$ cat src/rtl/xsed_pkg.sv
`timescale 1ns / 1ps

package xsed_pkg;

   // widths fixed by the item formats
   localparam int OBJECT_W         = 32;
   localparam int COUNT_W          = 32;
   localparam int BYTE_W           = 8;
   localparam int TYPE_W           = 32;
   localparam int VALUE_W          = 64;
   localparam int STATUS_W         = 2;
   localparam int POS_W            = 5;
   localparam int TYPE_WIDTH_W     = 3;
   localparam int FIELD_WIDTH_W    = 4;
   localparam int CSR_INDEX_W      = 2;
   localparam int CSR_DATA_W       = 4;

   localparam int MAX_FIELD_BYTES_DEF = 8;
   localparam int TYPE_MAX_BYTES      = 4;
   localparam int GEN_BITS            = 16;

   // request operations
   localparam logic OP_HEADER = 1'b0;
   localparam logic OP_BODY   = 1'b1;

   // configuration register indexes
   localparam logic [CSR_INDEX_W-1:0] REG_TYPE_WIDTH   = 2'd0;
   localparam logic [CSR_INDEX_W-1:0] REG_SECOND_WIDTH = 2'd1;
   localparam logic [CSR_INDEX_W-1:0] REG_THIRD_WIDTH  = 2'd2;

   // register reset values
   localparam logic [TYPE_WIDTH_W-1:0]  TYPE_WIDTH_RST   = 3'd1;
   localparam logic [FIELD_WIDTH_W-1:0] SECOND_WIDTH_RST = 4'd4;
   localparam logic [FIELD_WIDTH_W-1:0] THIRD_WIDTH_RST  = 4'd2;

   // entry types
   localparam logic [TYPE_W-1:0] TYPE_FREE       = 32'd0;
   localparam logic [TYPE_W-1:0] TYPE_IN_USE     = 32'd1;
   localparam logic [TYPE_W-1:0] TYPE_COMPRESSED = 32'd2;

   // result status codes
   localparam logic [STATUS_W-1:0] ST_OK        = 2'd0;
   localparam logic [STATUS_W-1:0] ST_BAD_TYPE  = 2'd1;
   localparam logic [STATUS_W-1:0] ST_BIG_GEN   = 2'd2;
   localparam logic [STATUS_W-1:0] ST_OUTSIDE   = 2'd3;

   typedef struct packed {
      logic                operation;
      logic [OBJECT_W-1:0] first_object;
      logic [COUNT_W-1:0]  entry_count;
      logic [BYTE_W-1:0]   data_byte;
   } req_type;

   typedef struct packed {
      logic [OBJECT_W-1:0] object_number;
      logic [TYPE_W-1:0]   entry_type;
      logic [VALUE_W-1:0]  second_value;
      logic [VALUE_W-1:0]  third_value;
      logic                last_in_subsection;
      logic [STATUS_W-1:0] status;
   } rsp_type;

endpackage

$ cat src/rtl/xref_stream_entry_decoder.sv
`timescale 1ns / 1ps

// Cross-reference stream entry decoder: a header request opens a subsection
// (first object number, entry count), then each body request shifts one byte,
// big-endian, into the type, second or third field, whose byte widths come
// from the three csr registers (write them only while the block is idle).
// When an entry's last byte arrives the decoded entry is registered in the
// response register, or in the skid buffer if that is held; a body byte
// outside any subsection returns a status-3 entry. Throughput is one request
// per cycle while req_stall is low: each byte is decoded by one pass of logic
// between the entry state registers and the response register, which has a
// one-entry skid buffer; req_stall rises only when both are held by rsp_stall.
module xref_stream_entry_decoder #(
   parameter int MAX_FIELD_BYTES = xsed_pkg::MAX_FIELD_BYTES_DEF
) (
   input  logic                                  clock,
   input  logic                                  reset,
   // request channel
   input  logic                                  req_valid,
   output logic                                  req_stall,
   input  xsed_pkg::req_type                     req_data,
   // response channel
   output logic                                  rsp_valid,
   input  logic                                  rsp_stall,
   output xsed_pkg::rsp_type                     rsp_data,
   // register write port
   input  logic                                  csr_valid,
   output logic                                  csr_ready,
   input  logic [xsed_pkg::CSR_INDEX_W-1:0]      csr_index,
   input  logic [xsed_pkg::CSR_DATA_W-1:0]       csr_data
);
   import xsed_pkg::*;

   // accumulators only need the widest field the parameter allows
   localparam int ACC_W = 8 * MAX_FIELD_BYTES;

   // configuration
   logic [TYPE_WIDTH_W-1:0]  type_width_ff;
   logic [FIELD_WIDTH_W-1:0] second_width_ff;
   logic [FIELD_WIDTH_W-1:0] third_width_ff;

   // entry state
   logic [POS_W-1:0]    byte_position_ff,   byte_position_in;
   logic [TYPE_W-1:0]   type_acc_ff,        type_acc_in;
   logic [ACC_W-1:0]    second_acc_ff,      second_acc_in;
   logic [ACC_W-1:0]    third_acc_ff,       third_acc_in;
   logic [OBJECT_W-1:0] current_object_ff,  current_object_in;
   logic [COUNT_W-1:0]  entries_left_ff,    entries_left_in;

   // output register and skid buffer
   logic    rsp_valid_ff, rsp_valid_in;
   rsp_type rsp_data_ff,  rsp_data_in;
   logic    skid_valid_ff, skid_valid_in;
   rsp_type skid_data_ff,  skid_data_in;

   // decode datapath
   logic                     req_accept;
   logic                     rsp_pop;
   logic                     produce;
   rsp_type                  result;
   logic [TYPE_WIDTH_W-1:0]  tw;
   logic [FIELD_WIDTH_W-1:0] sw;
   logic [FIELD_WIDTH_W-1:0] hw;
   logic [POS_W-1:0]         type_end;
   logic [POS_W-1:0]         second_end;
   logic [POS_W-1:0]         total;
   logic [POS_W-1:0]         pos_next;
   logic [TYPE_W-1:0]        type_acc_nx;
   logic [ACC_W-1:0]         second_acc_nx;
   logic [ACC_W-1:0]         third_acc_nx;
   logic                     entry_done;
   logic [TYPE_W-1:0]        etype;
   logic                     gen_big;

   assign req_accept = req_valid && !req_stall;
   assign rsp_pop    = rsp_valid_ff && !rsp_stall;
   assign req_stall  = skid_valid_ff;
   assign rsp_valid  = rsp_valid_ff;
   assign rsp_data   = rsp_data_ff;
   assign csr_ready  = 1'b1;

   // clamp oversized widths
   assign tw = (type_width_ff > TYPE_WIDTH_W'(TYPE_MAX_BYTES)) ?
               TYPE_WIDTH_W'(TYPE_MAX_BYTES) : type_width_ff;
   assign sw = (second_width_ff > FIELD_WIDTH_W'(MAX_FIELD_BYTES)) ?
               FIELD_WIDTH_W'(MAX_FIELD_BYTES) : second_width_ff;
   assign hw = (third_width_ff > FIELD_WIDTH_W'(MAX_FIELD_BYTES)) ?
               FIELD_WIDTH_W'(MAX_FIELD_BYTES) : third_width_ff;

   assign type_end   = POS_W'(tw);
   assign second_end = type_end + POS_W'(sw);
   assign total      = second_end + POS_W'(hw);
   assign pos_next   = byte_position_ff + POS_W'(1);

   // the byte lands in the field its position falls in; past the second
   // field everything goes to the third
   always_comb begin
      type_acc_nx   = type_acc_ff;
      second_acc_nx = second_acc_ff;
      third_acc_nx  = third_acc_ff;
      if (total != '0) begin
         if (byte_position_ff < type_end) begin
            type_acc_nx = {type_acc_ff[TYPE_W-BYTE_W-1:0], req_data.data_byte};
         end else if (byte_position_ff < second_end) begin
            second_acc_nx = ACC_W'({second_acc_ff, req_data.data_byte});
         end else begin
            third_acc_nx = ACC_W'({third_acc_ff, req_data.data_byte});
         end
      end
   end

   // all-zero widths: every byte completes an entry on its own
   assign entry_done = (total == '0) || (pos_next >= total);
   assign etype      = (tw == '0) ? TYPE_IN_USE : type_acc_nx;
   assign gen_big    = (third_acc_nx >> GEN_BITS) != '0;

   always_comb begin
      byte_position_in  = byte_position_ff;
      type_acc_in       = type_acc_ff;
      second_acc_in     = second_acc_ff;
      third_acc_in      = third_acc_ff;
      current_object_in = current_object_ff;
      entries_left_in   = entries_left_ff;
      produce           = 1'b0;
      result            = '0;

      if (req_accept) begin
         if (req_data.operation == OP_HEADER) begin
            // new subsection, any partial entry is dropped
            current_object_in = req_data.first_object;
            entries_left_in   = req_data.entry_count;
            byte_position_in  = '0;
            type_acc_in       = '0;
            second_acc_in     = '0;
            third_acc_in      = '0;
         end else if (entries_left_ff == '0) begin
            // stray byte: report it, keep the state
            produce              = 1'b1;
            result.object_number = current_object_ff;
            result.status        = ST_OUTSIDE;
         end else if (!entry_done) begin
            byte_position_in = pos_next;
            type_acc_in      = type_acc_nx;
            second_acc_in    = second_acc_nx;
            third_acc_in     = third_acc_nx;
         end else begin
            produce                   = 1'b1;
            result.object_number      = current_object_ff;
            result.entry_type         = etype;
            result.second_value       = VALUE_W'(second_acc_nx);
            result.third_value        = VALUE_W'(third_acc_nx);
            result.last_in_subsection = (entries_left_ff == COUNT_W'(1));
            if (etype > TYPE_COMPRESSED) begin
               result.status = ST_BAD_TYPE;
            end else if (etype != TYPE_COMPRESSED && gen_big) begin
               result.status = ST_BIG_GEN;
            end else begin
               result.status = ST_OK;
            end
            current_object_in = current_object_ff + OBJECT_W'(1);
            entries_left_in   = entries_left_ff - COUNT_W'(1);
            byte_position_in  = '0;
            type_acc_in       = '0;
            second_acc_in     = '0;
            third_acc_in      = '0;
         end
      end
   end

   // output register with skid buffer behind it
   always_comb begin
      rsp_valid_in  = rsp_valid_ff;
      rsp_data_in   = rsp_data_ff;
      skid_valid_in = skid_valid_ff;
      skid_data_in  = skid_data_ff;
      if (skid_valid_ff) begin
         if (rsp_pop) begin
            rsp_data_in   = skid_data_ff;
            skid_valid_in = 1'b0;
         end
      end else if (produce) begin
         if (!rsp_valid_ff || rsp_pop) begin
            rsp_valid_in = 1'b1;
            rsp_data_in  = result;
         end else begin
            skid_valid_in = 1'b1;
            skid_data_in  = result;
         end
      end else if (rsp_pop) begin
         rsp_valid_in = 1'b0;
      end
   end

   always_ff @(posedge clock) begin
      if (reset) begin
         type_width_ff     <= TYPE_WIDTH_RST;
         second_width_ff   <= SECOND_WIDTH_RST;
         third_width_ff    <= THIRD_WIDTH_RST;
         byte_position_ff  <= '0;
         type_acc_ff       <= '0;
         second_acc_ff     <= '0;
         third_acc_ff      <= '0;
         current_object_ff <= '0;
         entries_left_ff   <= '0;
         rsp_valid_ff      <= 1'b0;
         skid_valid_ff     <= 1'b0;
      end else begin
         if (csr_valid && csr_ready) begin
            case (csr_index)
               REG_TYPE_WIDTH:   type_width_ff   <= csr_data[TYPE_WIDTH_W-1:0];
               REG_SECOND_WIDTH: second_width_ff <= csr_data[FIELD_WIDTH_W-1:0];
               REG_THIRD_WIDTH:  third_width_ff  <= csr_data[FIELD_WIDTH_W-1:0];
               default: ;
            endcase
         end
         byte_position_ff  <= byte_position_in;
         type_acc_ff       <= type_acc_in;
         second_acc_ff     <= second_acc_in;
         third_acc_ff      <= third_acc_in;
         current_object_ff <= current_object_in;
         entries_left_ff   <= entries_left_in;
         rsp_valid_ff      <= rsp_valid_in;
         skid_valid_ff     <= skid_valid_in;
      end
   end

   // payload, no reset needed
   always_ff @(posedge clock) begin
      rsp_data_ff  <= rsp_data_in;
      skid_data_ff <= skid_data_in;
   end

`ifndef SYNTHESIS
   // the skid buffer only fills behind a held response
   a_skid_behind_rsp: assert property (@(posedge clock) disable iff (reset)
      skid_valid_ff |-> rsp_valid_ff)
      else $error("skid buffer full with response register empty");

   // an entry always completes before the position reaches the widest total
   a_pos_bound: assert property (@(posedge clock) disable iff (reset)
      byte_position_ff < POS_W'(TYPE_MAX_BYTES + 2 * MAX_FIELD_BYTES))
      else $error("byte position beyond largest entry");

   // a header restarts the entry
   a_header_clears: assert property (@(posedge clock) disable iff (reset)
      req_accept && req_data.operation == OP_HEADER |=> byte_position_ff == '0)
      else $error("header did not clear the entry position");

   // each decoded entry uses up one slot of the subsection
   a_count_down: assert property (@(posedge clock) disable iff (reset)
      produce && result.status != ST_OUTSIDE |=>
         entries_left_ff == $past(entries_left_ff) - COUNT_W'(1))
      else $error("entry count did not step down on a decoded entry");
`endif

endmodule

$ cat config.mk
export PLATFORM = sky130hd
export DESIGN_NAME = xref_stream_entry_decoder
export DESIGN_NICKNAME = d
export VERILOG_FILES = /design/src/rtl/xsed_pkg.sv /design/src/rtl/xref_stream_entry_decoder.sv
export SDC_FILE = /design/constraint.sdc
export NUM_CORES = 1
export LEC_CHECK = 0
export ABC_AREA = 1
export BUFFER_PORTS_ARGS = -buffer_cell sky130_fd_sc_hd__buf_2
export CORE_ASPECT_RATIO = 0.6
export CORE_MARGIN = 2
export CORE_UTILIZATION = 43
export DETAILED_ROUTE_END_ITERATION = 16
export PLACE_DENSITY = 0.62
export RECOVER_POWER = 50
export SLEW_MARGIN = 20
export SYNTH_ARGS = -nofsm -noshare
export SYNTH_HDL_FRONTEND = slang
export SYNTH_SLANG_ARGS = --single-unit
$ cat constraint.sdc
create_clock -name clock -period 13.5 [get_ports clock]
set_input_delay 2.7 -clock clock [delete_from_list [all_inputs] [get_ports clock]]
set_output_delay 2.7 -clock clock [all_outputs]
set_load 0.005 [all_outputs]
Yosys cells after proc, flatten, opt, wreduce, memory -nomap -nowiden
Cells that the tools add are included.
- $add $sub $neg: 5
- $lt $le $gt $ge: 7
- equal/unequal tests: 8
- muxes and demuxes: 53
- bitwise gates (word level): 2
- reduce and logical (&&, ||, !) cells: 25
- operators with widths (cell ; count):
    195-bit 2-to-1 mux ; 7
    64-bit 2-to-1 mux ; 12
    32-bit 2-to-1 mux ; 13
    161-bit 2-to-1 mux ; 1
    64-bit nonzero test ; 1
    32-bit by 1-bit adder with 32-bit output (second input constant) ; 1
    32-bit by 1-bit equality test with 1-bit output (second input constant) ; 1
    32-bit by 2-bit greater-than comparator with 1-bit output (second input constant) ; 1
    32-bit zero test ; 1
    32-bit by 2-bit inequality test with 1-bit output (second input constant) ; 1
    32-bit by 1-bit subtractor with 32-bit output (second input constant) ; 1
    5-bit 2-to-1 mux ; 3
    3-bit AND reduction ; 4
    1-bit 2-to-1 mux ; 11
    4-bit greater-than comparator (second input constant) ; 2
    4-bit 2-to-1 mux ; 2
    2-bit AND reduction ; 4
    2-bit 2-to-1 mux ; 3
    2-bit by 1-bit inequality test with 1-bit output (second input constant) ; 3
    2-bit nonzero test ; 3
    3-bit by 4-bit adder with 5-bit output ; 1
    5-bit by 1-bit adder with 5-bit output (second input constant) ; 1
    5-bit by 4-bit adder with 5-bit output ; 1
    5-bit >= comparator ; 1
    other kinds (15) ; 21
- register bits after elaboration: 632
- input port bits: 84
- output and inout bits: 198
- word-level logic and storage cells: 123

Logic depth before layout (Yosys ltp)
- depth in word-level cells: 18
- gate-level depth with buffers: 28
- depth with buffers taken out: 26

Worst setup path after synthesis
OpenSTA, ideal clock, no wires.
- kind: input -> register
- start point: input req_data[72] (netlist name)
- end point: register rsp_data_ff, in the netlist rsp_data[0], enable pin
- setup time: 755 ps
- arrival time: 11834 ps
- required time: 12745 ps
- slack: 911 ps
- cell stages on the path: 8
- buffers on the path: 2
- path through: buf_2 -> clkinv_1 -> nor2_1 -> o21ai_0 -> clkbuf_1 -> o21ai_0 -> inv_1 -> nor2_1
- longest elaborated chain between the ends: 4
- RTL lines (what ; RTL line ; text):
    start, declared ; xref_stream_entry_decoder.sv:21 ; input xsed_pkg::req_type req_data,
    1-bit 2-to-1 mux ; xref_stream_entry_decoder.sv:128 ; if (req_data.operation == OP_HEADER) begin
    1-bit 2-to-1 mux ; xref_stream_entry_decoder.sv:127 ; if (req_accept) begin
    2-bit nonzero test (no source line) ; -- ;
    3-bit AND reduction (no source line) ; -- ;
    end signal, assigned ; xref_stream_entry_decoder.sv:229 ; rsp_data_ff <= rsp_data_in;
    end, declared ; xref_stream_entry_decoder.sv:52 ; rsp_type rsp_data_ff, rsp_data_in;
Every way passes these cells.
A chain may end at the register's enable or synchronous reset.

Worst setup path after layout
- start point: input req_data[72] (netlist name)
- end point: register skid_data_ff[55] (netlist name), enable pin
- longest elaborated chain between the ends: 3
- RTL lines (what ; RTL line ; text):
    1-bit 2-to-1 mux ; xref_stream_entry_decoder.sv:128 ;
    1-bit 2-to-1 mux ; xref_stream_entry_decoder.sv:127 ;
    3-bit AND reduction (no source line) ; -- ;
    end signal, assigned ; xref_stream_entry_decoder.sv:230 ; skid_data_ff <= skid_data_in;
    end, declared ; xref_stream_entry_decoder.sv:54 ; rsp_type skid_data_ff, skid_data_in;
Every way passes these cells.

==> impl_results.rst <==
.. list-table::
   :header-rows: 1

   * - Metric
     - Value
   * - Run status
     - finished with violations
   * - Failing checks
     - max-capacitance violations, max-slew violations
   * - Register share of total power
     - 0.454
   * - Number of detailed-route iterations in the first pass
     - 6
   * - Path length in cells of the critical path
     - 8
   * - Critical path, cell by cell
     - clkbuf_1 -> clkinv_1 -> clkbuf_1 -> nor2_1 -> o21ai_4 -> clkbuf_1 -> nor2_1 -> clkbuf_1
   * - Critical path's most frequent cell
     - clkbuf_1
   * - Wire length of the first global-routing pass
     - 114400 um
   * - Worst min path class
     - flop to flop
   * - Via count of the first global-routing pass
     - 19510
   * - Wire length per cell
     - ~17 um
   * - Worst-path cell with the longest stage delay
     - clkbuf_1
   * - Port Buf Inserts
     - 280
   * - Number of antenna violations at the first check in global routing
     - 2
   * - Start of the worst register-to-register path
     - type_width_ff[2]
   * - Req. time, crit path
     - about 14000 ps
   * - Top fanout value on the critical path
     - 66
   * - Number of buffers inserted during clock tree synthesis
     - 59
   * - HPWL Detailed
     - approximately 47000 um
   * - Capturing point of the worst reg2reg path
     - rsp_data[83]
   * - Metal1 wirelength
     - 36350 um
   * - Number of warning messages in the yosys log
     - 0
   * - Remaining global-route overflow
     - 0
   * - Layout cell share with drive strength beyond 1
     - 0.08209
   * - Clock buffer depth
     - 3
   * - R2R cell count
     - 17
   * - Sort of element at the start of the critical path
     - input port
   * - Worst Setup EP
     - skid_data_ff[55]
   * - Slew at the pin closest to its max-slew limit
     - 3328 ps
   * - Maximum operating frequency
     - 107.1 MHz
   * - Standard-cell rows
     - 72
   * - CP top delay family
     - buffers and inverters
   * - Post-Place Setup Slack
     - between 7000 and 8000 ps
   * - Pin count of the biggest net entering global routing
     - 141
   * - Final-layout setup total negative slack
     - 0 ps
   * - Count of state elements after synthesis
     - 632
   * - Fin util
     - 0.4934
   * - Number of antenna cells inserted
     - 0
   * - Non-filler cells in the finished layout
     - 4213
   * - Internal power contribution
     - 3.465 mW
   * - I/O Pins
     - 282
   * - Total count of hold-check failures in the final report
     - 0
   * - Max rail drop VDD
     - around 99 uV
   * - Source of the critical timing path
     - req_data[72]
   * - Power Density
     - 158.4 nW/um^2
   * - Average instance area after synthesis
     - 8.987 sq um
   * - Cts hold-fix bufs
     - 0
   * - Met3 Routed Length
     - 4426 um
   * - Total number of H-tree levels
     - 2
   * - Root buffer cell
     - clkbuf_16
   * - Effective utilization at floorplan
     - 0.4371
   * - Maximum single-stage delay on the critical path
     - 2350 ps
   * - Clock-pin slew of the registers on the worst-case setup and hold paths
     - 60 ps
   * - Syn-to-layout area delta
     - 12.89%
   * - Global Route Usage Sum
     - 0.2113
   * - Number of synthesized flops with an enable pin
     - slightly below 400
   * - Relative contribution of the clock network to total power
     - 0.336
   * - Die width
     - 335.3 um
   * - Unrepaired setup endpoints after global routing
     - no
   * - # placed instances
     - a little over 4000
   * - Starting DRT DRC Count
     - 2142
   * - Post-Route WL
     - 73550 um
   * - Most frequent standard cell in the layout excluding fill and tap cells
     - nand2_1
   * - Async S/R FF share, synth
     - 0
   * - Min Tclk post-route
     - 9339 ps
   * - Clock Skew
     - around 13 ps
   * - Number of endpoints failing setup at the final stage
     - 0
   * - Power dissipated by switching net loads
     - 1.597 mW
   * - Ratio of final minimum period to clock period
     - 0.6918
   * - Worst rel slew slack
     - -1.219
   * - # Post-CTS Setup Buffers
     - 0
   * - CTS Sinks
     - approximately 630
   * - Total vias in the final route
     - between 20000 and 25000
   * - Highest metal layer with signal wires
     - met4
   * - Critical path endpoint category
     - flop
   * - Final Slew Violations
     - 467
   * - Routed wl met2
     - about 32000 um
   * - Number of max-capacitance violations reported
     - 8
   * - Top FF cell, synth
     - edfxtp_1
   * - Number of distinct library cells after synthesis
     - 44
   * - Number of nets in the final layout
     - ~3400
   * - Min-delay src
     - second_width_ff[0]
   * - Commonest non-fill, non-tap cells in the layout
     - nand2_1 (611), nor2_1 (476), edfxtp_1 (390), o21ai_0 (325), inv_1 (244)
   * - Number of gates resized after CTS
     - 0
   * - Core box area
     - 64770 sq um
   * - Crit path buffers/inverters
     - 5
   * - Post-synthesis sequential area ratio
     - 0.5848
   * - Post-synthesis net count
     - 3258
   * - Type of the setup path with the least slack
     - input port to flop
   * - Cells after Synth
     - about 3200
   * - Via density per instance
     - around 5.2
   * - PnR worst setup slack
     - 4161 ps
   * - DRC violations left
     - 0
   * - Die height
     - around 200 um
   * - Clock Latency Late Sink
     - 630 ps
   * - Gate power share
     - 0.210
   * - Sw frac
     - 0.3155
   * - Arrival time of data at the critical path endpoint
     - about 9500 ps
   * - CTS tree
     - built
   * - Setup slack of the most critical reg-to-reg path
     - 4350 ps
   * - DIE AREA
     - 67970 sq um
   * - DRT antenna net count
     - 0
   * - GP Congestion
     - 0.8676
   * - Leakage power summed over all cells
     - 12.03 nW
   * - Netlist area before placement
     - 28310 sq um
## metal layers
metal | up-vias | track usage
li1 | 11060 | -
met1 | 10150 | 0.3273
met2 | 623 | 0.3073
met3 | 93 | 0.03582
met4 | 0 | 0.04644
met5 | - | 0
## sequential cells by signal, indices dropped and copies added, names as in the netlist, 5 cells and up
register,flops
rsp_data,195
skid_data_ff,195
second_acc_ff,64
third_acc_ff,64
current_object_ff,32
entries_left_ff,32
type_acc_ff,32
byte_position_ff,5
## worst min-delay path by stage
stage / endpoint / cells past startpoint / slack (ps)
after CTS: third_width_ff[2] / 2 / 460
final: second_width_ff[0] / 2 / 460
after global routing: third_width_ff[2] / 2 / 480
after detailed placement: third_width_ff[2] / 2 / 450
after global placement: second_width_ff[0] / 2 / 450
after floorplan: third_width_ff[1] / 2 / 430
## cell type report
type                       count  area, sq um
clock buffer                  84         1663
fill                        6135        32810
timing repair buffer         309         1454
clock inverter                28        286.5
inverter                     251        949.7
tap                          851         1065
sequential                   632        16560
multi-input combinational   2058         9985
## through the flow
stage | power, mW | area (sq um) | hold WS (ps)
floorplan | 3.074 | 28310 | 429.2
global placement | 3.400 | 30230 | 447.1
detailed placement | 3.408 | 30230 | 450.9
CTS | 5.112 | 32170 | 461.8
global route | 5.331 | 31960 | 478.3
finish | 5.062 | 31960 | 457.0
## power by group through the flow
stage	logic, mW	registers [mW]	clock network [mW]
CTS	1.07	2.30	1.74
global route	1.20	2.32	1.81
global placement	1.06	2.34	0
detailed placement	1.07	2.34	0
floorplan	0.729	2.35	0
finish	1.06	2.30	1.70
## tightest hold or removal path: cells and delay by family (launching register included)
kind | cells | cell delay [ps]
AO/OA/AOI/OAI | 1 | 60
buffers and inverters | 1 | 60
flip-flops | 1 | 290
## kinds of logic (layout without fill, tap and decap cells)
family | count (synthesis) | in the layout | synth area share
other cells | 1 | 1 | 0.0001325
xor+xnor | 37 | 37 | 0.01145
simple gates | 1294 | 1294 | 0.1847
buf+inv | 460 | 672 | 0.06417
flops | 632 | 632 | 0.5848
compound gates | 702 | 702 | 0.1436
fa+ha+maj | 24 | 24 | 0.01114
## cell usage after synthesis (2+ instances only)
| cell type | instances | area [sq um] |
|---|---|---|
| dfxtp_1 | 242 | 4845 |
| o22ai_1 | 9 | 56.30 |
| clkinv_1 | 2 | 7.510 |
| buf_2 | 33 | 165.2 |
| buf_4 | 9 | 67.56 |
| o221ai_1 | 3 | 26.28 |
| o21ai_0 | 321 | 1607 |
| nand2_1 | 611 | 2293 |
| ha_1 | 22 | 275.3 |
| a21oi_1 | 127 | 635.6 |
| nand2_2 | 2 | 12.51 |
| and2_1 | 2 | 12.51 |
| nand4_1 | 43 | 269.0 |
| a211oi_1 | 164 | 1231 |
| nor2_1 | 477 | 1790 |
| o21a_1 | 2 | 15.01 |
| o21ai_1 | 23 | 115.1 |
| buf_6 | 2 | 22.52 |
| xnor2_1 | 4 | 35.03 |
| a31oi_1 | 23 | 143.9 |
| a22oi_1 | 12 | 90.09 |
| nor3_1 | 26 | 130.1 |
| xor2_1 | 33 | 289.0 |
| fa_1 | 2 | 40.04 |
| o211ai_1 | 13 | 97.59 |
| nand3b_1 | 6 | 45.04 |
| nand3_1 | 116 | 580.6 |
| nor4_1 | 5 | 31.28 |
| edfxtp_1 | 390 | 11710 |
| inv_1 | 246 | 923.4 |
| a21boi_0 | 2 | 15.01 |
| clkbuf_1 | 159 | 596.8 |
| inv_2 | 3 | 11.26 |
| buf_1 | 6 | 22.52 |
(Power assumes the default switching activity.)
